[config.mk]
export PLATFORM = sky130hd
export DESIGN_NAME = ovn2d_ctrl
export DESIGN_NICKNAME = d
export VERILOG_FILES = /design/src/design/ovn2d_pkg.sv /design/src/design/ovn2d_ctrl.sv
export SDC_FILE = /design/constraint.sdc
export NUM_CORES = 1
export LEC_CHECK = 0
export ABC_AREA = 1
export BUFFER_PORTS_ARGS = -buffer_cell sky130_fd_sc_hd__buf_4
export CORE_ASPECT_RATIO = 1.5
export CORE_UTILIZATION = 53
export DETAILED_ROUTE_END_ITERATION = 8
export PLACE_DENSITY = 0.81
export SLEW_MARGIN = 25
export SYNTH_ARGS = -nofsm -noshare
export SYNTH_HDL_FRONTEND = slang
export SYNTH_SLANG_ARGS = --single-unit
[constraint.sdc]
create_clock -name clk -period 1.69 [get_ports clk]
set_input_delay 0.4225 -clock clk [delete_from_list [all_inputs] [get_ports clk]]
set_output_delay 0.4225 -clock clk [all_outputs]
set_load 0.02 [all_outputs]
[src/design/ovn2d_pkg.sv]
// Shared types and constants for the octave value noise block.
// Holds the controller step codes, the command struct and the register indexes.
// Depends on nothing; every design file of the block but ovn2d_checker imports it.
package ovn2d_pkg;

  localparam int TABLE_SIZE = 256;
  localparam int TABLE_AW   = 8;
  localparam int COORD_W    = 32;
  localparam int FREQ_W     = 24;
  localparam int OCTAVES_W  = 4;
  localparam int SEED_W     = 8;
  localparam int BYTE_W     = 8;
  localparam int OUT_W      = 16;
  localparam int DIV_CNT_W  = 4;
  localparam int OCT_CNT_W  = 5;
  localparam int CFG_IDX_W  = 2;
  localparam int CFG_DATA_W = 24;
  localparam int STEP_W     = 5;

  // Configuration register indexes.
  localparam logic [CFG_IDX_W-1:0] CFG_FREQUENCY = 2'd0;
  localparam logic [CFG_IDX_W-1:0] CFG_OCTAVES   = 2'd1;
  localparam logic [CFG_IDX_W-1:0] CFG_SEED      = 2'd2;

  // Controller steps; the controller state is the step it commands.
  localparam logic [STEP_W-1:0] ST_IDLE = 5'd0;
  localparam logic [STEP_W-1:0] ST_SCX  = 5'd1;
  localparam logic [STEP_W-1:0] ST_SCY  = 5'd2;
  localparam logic [STEP_W-1:0] ST_SCW  = 5'd3;
  localparam logic [STEP_W-1:0] ST_O0   = 5'd4;
  localparam logic [STEP_W-1:0] ST_O1   = 5'd5;
  localparam logic [STEP_W-1:0] ST_O2   = 5'd6;
  localparam logic [STEP_W-1:0] ST_O3   = 5'd7;
  localparam logic [STEP_W-1:0] ST_O4   = 5'd8;
  localparam logic [STEP_W-1:0] ST_O5   = 5'd9;
  localparam logic [STEP_W-1:0] ST_O6   = 5'd10;
  localparam logic [STEP_W-1:0] ST_O7   = 5'd11;
  localparam logic [STEP_W-1:0] ST_O8   = 5'd12;
  localparam logic [STEP_W-1:0] ST_O9   = 5'd13;
  localparam logic [STEP_W-1:0] ST_O10  = 5'd14;
  localparam logic [STEP_W-1:0] ST_DIV  = 5'd15;
  localparam logic [STEP_W-1:0] ST_OUT  = 5'd16;

  typedef struct packed {
    logic [STEP_W-1:0]    step;
    logic                 load;
    logic                 sample;
    logic [OCT_CNT_W-1:0] n;
  } ovn2d_cmd_t;

endpackage

[src/design/ovn2d_ctrl.sv]
// Sequencing controller for the octave value noise block.
// Steps the datapath through scaling, the octaves and the division.
// Depends on ovn2d_pkg.
module ovn2d_ctrl
  import ovn2d_pkg::*;
#(
  parameter int MAX_OCTAVES = 8
) (
  input  logic                 clk,
  input  logic                 rst,
  input  logic                 start,
  input  logic                 cmd,
  input  logic [OCTAVES_W-1:0] octaves,
  output logic                 busy,
  output logic                 noise_valid,
  output ovn2d_cmd_t           dp_cmd
);

  logic [STEP_W-1:0]    state;
  logic [STEP_W-1:0]    state_next;
  logic [OCT_CNT_W-1:0] n_reg;
  logic [OCT_CNT_W-1:0] oct_idx;
  logic [DIV_CNT_W-1:0] div_cnt;
  logic [OCT_CNT_W-1:0] n_sat;
  logic                 accept;
  logic                 last_octave;

  assign busy        = (state != ST_IDLE) && (state != ST_OUT);
  assign noise_valid = (state == ST_OUT);
  assign accept      = start && !busy;
  assign last_octave = (oct_idx == n_reg - OCT_CNT_W'(1));

  // Zero octaves behaves as one; too many are held at the maximum.
  always_comb begin
    if (octaves == '0) begin
      n_sat = OCT_CNT_W'(1);
    end else if (OCT_CNT_W'(octaves) > OCT_CNT_W'(MAX_OCTAVES)) begin
      n_sat = OCT_CNT_W'(MAX_OCTAVES);
    end else begin
      n_sat = OCT_CNT_W'(octaves);
    end
  end

  always_comb begin
    state_next = state;
    unique case (state) inside
      ST_IDLE, ST_OUT: begin
        state_next = (accept && cmd) ? ST_SCX : ST_IDLE;
      end
      ST_SCX, ST_SCY, ST_SCW, ST_O0, ST_O1, ST_O2, ST_O3, ST_O4, ST_O5,
      ST_O6, ST_O7, ST_O8, ST_O9: begin
        state_next = state + STEP_W'(1);
      end
      ST_O10: begin
        state_next = last_octave ? ST_DIV : ST_O0;
      end
      ST_DIV: begin
        state_next = (div_cnt == '1) ? ST_OUT : ST_DIV;
      end
      default: begin
        state_next = ST_IDLE;
      end
    endcase
  end

  always_ff @(posedge clk) begin
    if (rst) begin
      state   <= ST_IDLE;
      n_reg   <= OCT_CNT_W'(1);
      oct_idx <= '0;
      div_cnt <= '0;
    end else begin
      state <= state_next;
      if (accept && cmd) begin
        n_reg   <= n_sat;
        oct_idx <= '0;
      end else if (state == ST_O10) begin
        oct_idx <= oct_idx + OCT_CNT_W'(1);
      end
      if (state == ST_DIV) begin
        div_cnt <= div_cnt + DIV_CNT_W'(1);
      end else begin
        div_cnt <= '0;
      end
    end
  end

  always_comb begin
    dp_cmd.step   = state;
    dp_cmd.load   = accept && !cmd;
    dp_cmd.sample = accept && cmd;
    dp_cmd.n      = n_reg;
  end

endmodule

# Word-level counts from Yosys, hierarchy flattened
# Cells that the tools add are included.
# W data, S select, Z words.
# totals
input_bits	8
register_bits	19
out_inout_bits	14
word_cells	48
# classes
n_lt_le_gt_ge	1
eq_ne	19
bitwise	1
n_addsub	4
reduce_logical	13
n_mux	6
# op_table
op	count
$eq A5 B4 Y1 const B	8
$eq A5 B3 Y1 const B	4
$pmux W5 S4	1
$reduce_or A13 Y1	1
$add A5 B1 Y5 const B	2
$eq A5 B2 Y1 const B	2
$mux W5	2
$mux W4	2
$reduce_or A2 Y1	3
$eq A5 B1 Y1 const B	1
$eq A5 B5 Y1	1
$eq A5 B5 Y1 const B	1
$logic_not A5 Y1	1
$ne A5 B5 Y1 const B	1
$reduce_bool A5 Y1	1
$sub A5 B1 Y5 const B	1
$add A4 B1 Y4 const B	1
$eq A4 B4 Y1 const B	1
$gt A4 B4 Y1 const B	1
$logic_and A1 B1 Y1	4
$logic_not A4 Y1	1
$logic_not A1 Y1	2
$mux W1	1
$not A1 Y1	1

# Longest topological paths before layout
# Gate-level depths: netlist of the first run.
# logic_depth
ltp_word	7
mapped_depth	12
depth_no_buf	12

# Worst setup path before layout of the first run
# Ideal clock, no wire load.
# synth_timing
path_type	register -> output
startpoint	reg state[0]
endpoint	out dp_cmd[6] (netlist name)
stages_incl_launch_ff	5
n_path_buf	0
setup_slack_ns	-0.083
t_required_ns	1.267
arrival_time_ns	1.351
path_cell_list	dfxtp_1 > inv_1 > ha_1 > nand3_2 > nor3_1
# synth_rtl
item	line	source
start, declared	ovn2d_ctrl.sv:19	logic [STEP_W-1:0] state;
start signal, assigned	ovn2d_ctrl.sv:73	state <= state_next;
end, declared	ovn2d_ctrl.sv:16	output ovn2d_cmd_t dp_cmd

==> results of run 1 <==
[kinds of logic (layout without fill, tap and decap cells)]
logic type	after synthesis	after routing
xor+xnor	1	1
buf+inv	27	62
other cells	1	1
fa+ha+maj	8	8
simple gates	87	87
flops	18	18
compound gates	16	16
[routing by layer]
| metal | wire length, microns | GRT usage [%] |
|---|---|---|
| met4 | 80 | 17.7 |
| met3 | 64 | 3.56 |
| met2 | 1520 | 45.5 |
| met1 | 1060 | 23.8 |
| met5 | 0 | 0 |
[placed cells by master (no fill, tap or decap)]
| master | synthesis | layout |
|---|---|---|
| nor3b_1 | 1 | 1 |
| o21ai_0 | 7 | 6 |
| o21ai_2 | 0 | 1 |
| clkbuf_8 | 0 | 1 |
| inv_1 | 25 | 22 |
| clkbuf_4 | 0 | 3 |
| buf_6 | 0 | 4 |
| nand3_1 | 13 | 13 |
| nand3b_1 | 1 | 1 |
| dfxtp_2 | 0 | 3 |
| or2_1 | 1 | 1 |
| a31oi_1 | 1 | 1 |
| inv_2 | 1 | 4 |
| nand2_1 | 45 | 44 |
| ha_4 | 0 | 1 |
| conb_1 | 1 | 1 |
| xor2_1 | 1 | 1 |
| buf_4 | 1 | 28 |
| nand3_4 | 0 | 1 |
| nor2_1 | 14 | 12 |
| a211oi_1 | 1 | 1 |
| nand2_2 | 2 | 3 |
| ha_2 | 0 | 1 |
| nor2_2 | 2 | 3 |
| nand4_1 | 3 | 3 |
| o211ai_1 | 1 | 1 |
| nor3_4 | 0 | 1 |
| a21oi_1 | 5 | 5 |
| o21bai_1 | 1 | 1 |
| nor3_1 | 3 | 2 |
| nor2_4 | 1 | 2 |
| dfxtp_1 | 18 | 15 |
| ha_1 | 8 | 6 |
[layout make-up]
| class | count | area (sq um) | area share (%) |
|---|---|---|---|
| sequential | 18 | 364 | 25.7 |
| inverter | 26 | 97.6 | 6.88 |
| multi-input combinational | 113 | 639 | 45.1 |
| tap | 21 | 26.3 | 1.85 |
| clock buffer | 4 | 36.3 | 2.56 |
| timing repair buffer | 32 | 255 | 18.0 |
[worst max-delay path, stage by stage (launching register included)]
cell and delay (ps):
dfxtp_2 340, inv_2 70, ha_4 160, nand3_4 80
buf_6 140, nor3_4 110, buf_6 140
[what timing repair did]
item                       in CTS  in global routing
cloned                          0                  0
gates resized for setup        13                  8
setup endpoints to repair       4                  9
pin swaps                       4                  4
setup buffers                   4                  5
[power breakdown]
part | internal (mW) | switching (mW)
clock network | 0.131 | 0.139
registers | 0.433 | 0.00781
logic | 0.0838 | 0.105
[stage by stage]
step	std cells	setup slack [ps]	TNS (ps)	hold slack (ps)	area, sq um
after floorplan	158	-2.75	-2.75	418	1060
after global placement	201	175	0	429	1250
after detailed placement	201	103	0	441	1250
after CTS	209	-74.5	-147	294	1360
after global routing	214	-144	-433	305	1420
final	214	-66.1	-132	311	1420
[path summary, 6_finish.rpt]
| path | startpoint | endpoint | slack (ps) | cells after the start |
|---|---|---|---|---|
| max | state[0] | dp_cmd[6] | -70 | 6 |
| min | rst | state[2] | 310 | 2 |
| max reg2reg | state[1] | state[0] | 40 | 9 |
| min reg2reg | div_cnt[0] | div_cnt[0] | 450 | 1 |
==> flow_metrics.py, run 1 <==
metrics = {
    "outcome": {
        "status": "finished, violations left",
        "violations": "negative setup slack",
    },
    "grt": {
        "globalRouteOverflowTotal": 0,
        "grt_usage_pct": 25.2,
        "first_global_vias": 1040,
        "grt_start_max_net_pins": 11,
        "antenna_found_initial": 0,
        "grt_first_pass_wirelength_mm": 3.99,
    },
    "critical_path": {
        "cp-end-kind": "primary output",
        "crit_arrival_ps": 1330,
        "path_class": "flop to primary output",
        "crit_fanout": 3,
        "start_kind": "flop",
        "worst_ep_required_time_ps": 1270,
    },
    "cts": {
        "cts_made_buffers": 3,
        "cts_max_path_buffers": 2,
        "clock-sinks": 18,
        "tritoncts": "done",
        "clkTransAtPathRegs_ps": 110,
        "cts_root_buf": "clkbuf_4",
        "clk_latency_ps": 300,
        "ctsHoldBuffers": 0,
        "htree_levels": 1,
    },
    "timing": {
        "setup_viol": 3,
        "hold_violations": 0,
        "fmax_mhz": 569,
        "slew_violations": 0,
        "finalCriticalPeriod_ps": 1760,
        "worst_slack_ps": -66.1,
        "post-route-period-util_pct": 104,
        "rsz0062_at_grt": "yes",
        "fin_skew_ps": 7.69,
    },
    "yosys": {
        "synth_commonest_cells": "45 x nand2_1, 25 x inv_1, 18 x dfxtp_1, 14 x nor2_1, 13 x nand3_1",
        "ys_ff_latch": 18,
        "async_flop_share_pct": 0,
        "synth_top_family_by_area": "simple AND/OR/NAND/NOR gates",
        "yosys.area.top_type": "dfxtp_1",
        "syn_area_per_cell_sq_um": 6.68,
        "synthCells": 158,
        "synth-edff-count": 0,
        "yosysWarnings": 0,
        "synth_area_leaders": "dfxtp_1 34%, nand2_1 16%, ha_1 9.5%",
        "yosys.area_share.simple_pct": 36.8,
        "synth-xor-area-share_pct": 0.830,
        "ys_seq_area_share_pct": 34.2,
        "muxShareOfSynthArea_pct": 0,
        "ys.flop_type": "dfxtp_1",
        "synth_cell_types": 25,
        "netlist_area_sq_mm": 0.00105,
        "synth-compound-area-share_pct": 8.42,
        "synth.most_common_cell": "nand2_1",
        "synth_top_area_share_pct": 34.2,
        "synthAdderAreaFrac_pct": 9.49,
        "syn_nets": 174,
    },
    "placed_design": {
        "port_buffers": 20,
        "hpwl_mm": 1.89,
        "place_congestion": 0.760,
    },
    "floorplan": {
        "die-height_microns": 56.6,
        "fp.dieW_microns": 38.4,
        "core_area_sq_mm": 0.00185,
        "dieArea_sq_mm": 0.00218,
        "start_util_pct": 56.9,
        "boundaryPins": 22,
        "row_count": 19,
    },
    "layout": {
        "nets": 210,
        "reg.largest.list": "oct_idx (5), state (5)",
        "area_delta_synth_final_pct": 34.5,
        "utilization_pct": 76.5,
        "n_antenna_cell": 0,
        "fillers": 152,
        "layout-drive-gt1-share_pct": 29.0,
    },
    "power": {
        "pwr_density_cell_mw_per_mm2": 634,
        "total_power_uw": 899,
        "leakage_nw": 0.693,
        "ir_drop_uv": 595,
    },
    "detailed_routing": {
        "drt_drc_violations_left": 0,
        "num_vias": 1136,
        "firstDrtPassIters": 4,
        "viasPerCell": 5.31,
        "drt_iter0_drc": 32,
        "ant_nets": 0,
        "wl_per_cell_microns": 12.8,
        "wl_mm": 2.73,
    },
    "hold_path": {
        "hp-class": "primary input to flop",
    },
    "job": {
        "cap_violations": 0,
    },
}
(Power assumes the default switching activity.)
==> run 2, diff against run 1 <==
CORE_UTILIZATION = 50   (was 53)
PLACE_DENSITY = 0.77   (was 0.81)
clock period = 2.3 ns   (was 1.69 ns; I/O delays follow)
==> run 2 against run 1 <==
Net effect: the flow now finishes without violations; critical path depth is 1 higher; wire length is 19% lower; first-iteration DRC count is 19% higher; worst setup slack better by 230 ps; critical path type unchanged; sequential cell count unchanged; worst hold slack better by 150 ps; largest cell class unchanged; clock power decreased by 28%; via count is 8.9% lower.
==> flow_metrics.py, run 2 (synthesized netlist as in run 1, its figures left out) <==
metrics = {
    "outcome": {
        "status": "finished, final reports clean",
    },
    "detailed_routing": {
        "drt_drc_violations_left": 0,
        "wl_per_cell_microns": 10.8,
        "firstDrtPassIters": 5,
        "ant_nets": 0,
        "viasPerCell": 5.10,
        "num_vias": 1035,
        "wl_mm": 2.20,
        "drt_iter0_drc": 38,
    },
    "critical_path": {
        "crit_arrival_ps": 1560,
        "reg2reg_slack_ps": 770,
        "start_kind": "flop",
        "worst_ep_required_time_ps": 1730,
        "cp-end-kind": "primary output",
        "crit_fanout": 6,
        "r2r_start": "state[1]",
        "path_class": "flop to primary output",
        "ff2ff_path_depth": 7,
        "reg2reg_to": "oct_idx[2]",
    },
    "floorplan": {
        "die-height_microns": 58.3,
        "row_count": 20,
        "core_area_sq_mm": 0.00200,
        "fp.dieW_microns": 39.5,
        "start_util_pct": 52.7,
        "dieArea_sq_mm": 0.00230,
        "boundaryPins": 22,
    },
    "timing": {
        "hold_ws_ps": 459,
        "setup_tns_ps": 0,
        "rsz0062_at_grt": "no",
        "post-route-period-util_pct": 93.0,
        "finalCriticalPeriod_ps": 2140,
        "slew_violations": 0,
        "hold_violations": 0,
        "setup_viol": 0,
        "fmax_mhz": 468,
        "worst_slack_ps": 162,
        "fin_skew_ps": 7.33,
    },
    "layout": {
        "mostFrequentLayoutCells": "45 x nand2_1, 25 x inv_1, 20 x buf_4, 17 x dfxtp_1, 14 x nor2_1",
        "final_common_cell": "nand2_1",
        "area_delta_synth_final_pct": 19.7,
        "finalInstanceArea_sq_mm": 0.00126,
        "n_antenna_cell": 0,
        "reg.largest.list": "oct_idx (5), state (5)",
        "nets": 198,
        "layout-drive-gt1-share_pct": 17.7,
        "utilization_pct": 63.1,
    },
    "cts": {
        "postCtsSetupBuffers": 0,
        "clk_latency_ps": 300,
        "clkTransAtPathRegs_ps": 100,
        "cts_max_path_buffers": 2,
        "htree_levels": 1,
        "cts_root_buf": "clkbuf_4",
        "tritoncts": "done",
        "clock-sinks": 18,
        "cts_made_buffers": 3,
    },
    "placed_design": {
        "dp_slack_ps": 460,
        "hpwl_mm": 1.79,
        "port_buffers": 20,
        "place_congestion": 0.827,
        "dpl_cell_area_sq_mm": 0.00122,
    },
    "hold_path": {
        "hold_depth": 1,
        "holdPathEnd": "div_cnt[0]",
        "hp-start": "div_cnt[0]",
        "hp-class": "flop to flop",
    },
    "job": {
        "cap_violations": 0,
    },
    "power": {
        "ir_drop_uv": 368,
        "leakage_nw": 0.623,
        "pwr_density_cell_mw_per_mm2": 492,
    },
    "grt": {
        "first_global_vias": 991,
        "grt_start_max_net_pins": 11,
        "globalRouteOverflowTotal": 0,
        "grt_first_pass_wirelength_mm": 3.80,
        "grt_usage_pct": 23.6,
        "antenna_found_initial": 0,
    },
}
-- run 2: cell type report --
| cell class | count | area, sq um |
|---|---|---|
| clock buffer | 4 | 36.3 |
| tap | 22 | 27.5 |
| sequential | 18 | 362 |
| timing repair buffer | 20 | 150 |
| inverter | 26 | 97.6 |
| fill | 199 | 739 |
| multi-input combinational | 113 | 589 |
-- run 2: worst max-delay path, stage by stage, from the launching register on --
cell,delay [ps]
dfxtp_1,440
inv_1,90
ha_1,210
nand3_2,110
nor2_1,40
nand2_1,130
inv_1,80
buf_4,160
-- run 2: routing by layer --
layer | vias to the layer above | global-route usage, % | part of all wire (%)
li1 | 548 | - | -
met1 | 468 | 22.1 | 39
met2 | 13 | 43.3 | 56
met3 | 6 | 3.07 | 1.7
met4 | 0 | 15.8 | 3.1
met5 | - | 0 | 0
-- run 2: worst max-delay path by stage --
stage | endpoint | slack, ps | startpoint | cells after the start
4_1_cts | dp_cmd[5] | 120 | state[0] | 7
2_1_floorplan | dp_cmd[6] | 370 | state[0] | 4
3_5_place_dp | dp_cmd[5] | 460 | state[0] | 7
3_3_place_gp | dp_cmd[5] | 550 | state[0] | 7
6_report | dp_cmd[5] | 160 | state[1] | 7
5_1_grt | dp_cmd[5] | 50 | state[1] | 7
-- run 2: timing repair --
action | 4_1_cts | 5_1_grt
hold buffers | 0 | 0
gates resized for setup | 0 | 1
endpoints found under the setup margin | 0 | 1
-- run 2: per-stage QoR --
step / power (mW) / cells
2_1_floorplan: 0.395 / 158
3_3_place_gp: 0.429 / 199
3_5_place_dp: 0.433 / 199
4_1_cts: 0.626 / 203
5_1_grt: 0.651 / 203
6_report: 0.621 / 203
-- run 2: power by group --
group / total [mW] / internal [mW] / switching, mW
combinational: 0.100 / 0.0409 / 0.0594
sequential: 0.325 / 0.318 / 0.00749
clock: 0.195 / 0.0965 / 0.0985
total: 0.621 / 0.455 / 0.165
==> run 3, diff against run 2 <==
CORE_MARGIN = 1.5   (was unset)
clock period = 2.03 ns   (was 2.3 ns; I/O delays follow)
==> run 3 against run 2 <==
Net effect: clock power is 13% higher; final area is 3.1% higher; register-to-register slack worse by 350 ps; die area is 4.3% higher; via count is 4.2% higher; first-iteration DRC count is 37% lower; sequential power is 13% higher; wire length is 6.2% higher; global-route usage is 0.48 points lower; non-clock buffer count is 1 higher; largest cell class unchanged; largest power group unchanged.
==> flow_metrics.py, run 3 (synthesized netlist as in run 1, its figures left out) <==
metrics = {
    "floorplan": {
        "fp.dieW_microns": 40.5,
        "row_count": 20,
        "core_area_sq_mm": 0.00200,
        "start_util_pct": 52.7,
        "dieArea_sq_mm": 0.00240,
        "boundaryPins": 22,
        "die-height_microns": 59.3,
    },
    "critical_path": {
        "reg2reg_to": "state[1]",
        "path_class": "flop to primary output",
        "ff2ff_path_depth": 9,
        "reg2reg_slack_ps": 420,
        "start_kind": "flop",
        "r2r_start": "state[0]",
        "crit_arrival_ps": 1450,
        "cp-end-kind": "primary output",
        "worst_ep_required_time_ps": 1520,
        "crit_fanout": 6,
    },
    "grt": {
        "globalRouteOverflowTotal": 0,
        "grt_usage_pct": 23.1,
        "first_global_vias": 986,
        "grt_first_pass_wirelength_mm": 3.85,
        "antenna_found_initial": 0,
        "grt_start_max_net_pins": 11,
    },
    "placed_design": {
        "place_congestion": 0.778,
        "dp_slack_ps": 255,
        "hpwl_mm": 1.86,
        "port_buffers": 20,
        "dpl_cell_area_sq_mm": 0.00122,
    },
    "detailed_routing": {
        "ant_nets": 0,
        "firstDrtPassIters": 4,
        "num_vias": 1078,
        "wl_mm": 2.34,
        "drt_drc_violations_left": 0,
        "viasPerCell": 5.28,
        "drt_iter0_drc": 24,
        "wl_per_cell_microns": 11.5,
    },
    "timing": {
        "hold_ws_ps": 404,
        "hold_violations": 0,
        "fin_skew_ps": 7.50,
        "finalCriticalPeriod_ps": 1960,
        "worst_slack_ps": 69.5,
        "setup_viol": 0,
        "slew_violations": 0,
        "fmax_mhz": 510,
        "setup_tns_ps": 0,
        "post-route-period-util_pct": 96.6,
    },
    "power": {
        "p_int_uw": 521,
        "swShare_pct": 27.0,
        "power.switching_uw": 193,
        "total_power_uw": 714,
        "combPwrFrac_pct": 17.7,
        "ir_drop_uv": 408,
        "pwr-share-seq_pct": 51.3,
        "pwr_density_cell_mw_per_mm2": 548,
        "clock_power_share_pct": 31.0,
        "leakage_nw": 0.633,
    },
    "job": {
        "cap_violations": 0,
    },
    "layout": {
        "ff_latch_area_sq_um": 368,
        "final_common_cell": "nand2_1",
        "area_delta_synth_final_pct": 23.4,
        "reg.largest.list": "oct_idx (5), state (5)",
        "n_antenna_cell": 0,
        "fillers": 184,
        "finalInstanceArea_sq_mm": 0.00130,
        "mostFrequentLayoutCells": "44 x nand2_1, 23 x inv_1, 21 x buf_4, 16 x dfxtp_1",
        "nets": 199,
        "multi_input_area_sq_um": 614,
        "layout-drive-gt1-share_pct": 21.4,
    },
    "cts": {
        "clock-sinks": 18,
        "tritoncts": "done",
        "htree_levels": 1,
        "ctsHoldBuffers": 0,
        "clk_latency_ps": 290,
        "cts_made_buffers": 3,
        "cts_root_buf": "clkbuf_4",
        "cts_max_path_buffers": 2,
        "clkTransAtPathRegs_ps": 110,
    },
    "hold_path": {
        "holdPathEnd": "state[0]",
        "hp-class": "primary input to flop",
        "hold_depth": 2,
        "hp-start": "rst",
    },
    "outcome": {
        "status": "finished, final reports clean",
    },
}
[run 3: cell types whose count changed in the layout (fill, tap and decap cells not counted), sizes merged]
cell and change:
buf +1
[run 3: what timing repair did]
action	CTS	global route
pin swaps	0	2
setup endpoints to repair	1	1
buffers inserted	0	1
gates resized for setup	2	9
[run 3: how the worst max path moves through the flow]
stage                   from   endpoint  slack, ps
floorplan           state[0]  dp_cmd[6]        170
global placement    state[0]  dp_cmd[5]        350
detailed placement  state[0]  dp_cmd[5]        260
CTS                 state[0]  dp_cmd[5]          6
global route        state[1]  dp_cmd[5]        -40
finish              state[1]  dp_cmd[5]         70
[run 3: cell type report]
type	count	area share [%]
tap	22	2.12
clock buffer	4	2.79
multi-input combinational	113	47.2
sequential	18	28.3
timing repair buffer	21	12.1
inverter	26	7.50
[run 3: per-layer routing]
| metal | vias to the layer above | global-route usage [%] | wire (microns) |
|---|---|---|---|
| li1 | 544 | - | - |
| met1 | 511 | 22.5 | 887 |
| met2 | 19 | 44.0 | 1370 |
| met3 | 4 | 3.38 | 53 |
| met4 | 0 | 9.52 | 25 |
| met5 | - | 0 | 0 |
[run 3: power groups by stage]
stage / Sequential (mW) / Clock (mW) / Combinational [mW]
finish: 0.366 / 0.221 / 0.126
global route: 0.368 / 0.241 / 0.143
CTS: 0.369 / 0.225 / 0.115
detailed placement: 0.376 / 0 / 0.114
global placement: 0.375 / 0 / 0.111
floorplan: 0.383 / 0 / 0.0644
[run 3: through the flow]
step | cells | util, %
final | 204 | 65.0
after global routing | 204 | 65.0
after CTS | 203 | 63.1
after detailed placement | 199 | 61.2
after global placement | 199 | 61.2
after floorplan | 158 | -
[run 3: critical path, stage by stage (launching register included)]
cell     delay (ps)
dfxtp_4         380
inv_2            80
ha_4            150
nand3_4          90
nor2_2          140
nand2_2          90
inv_1            90
buf_4           140
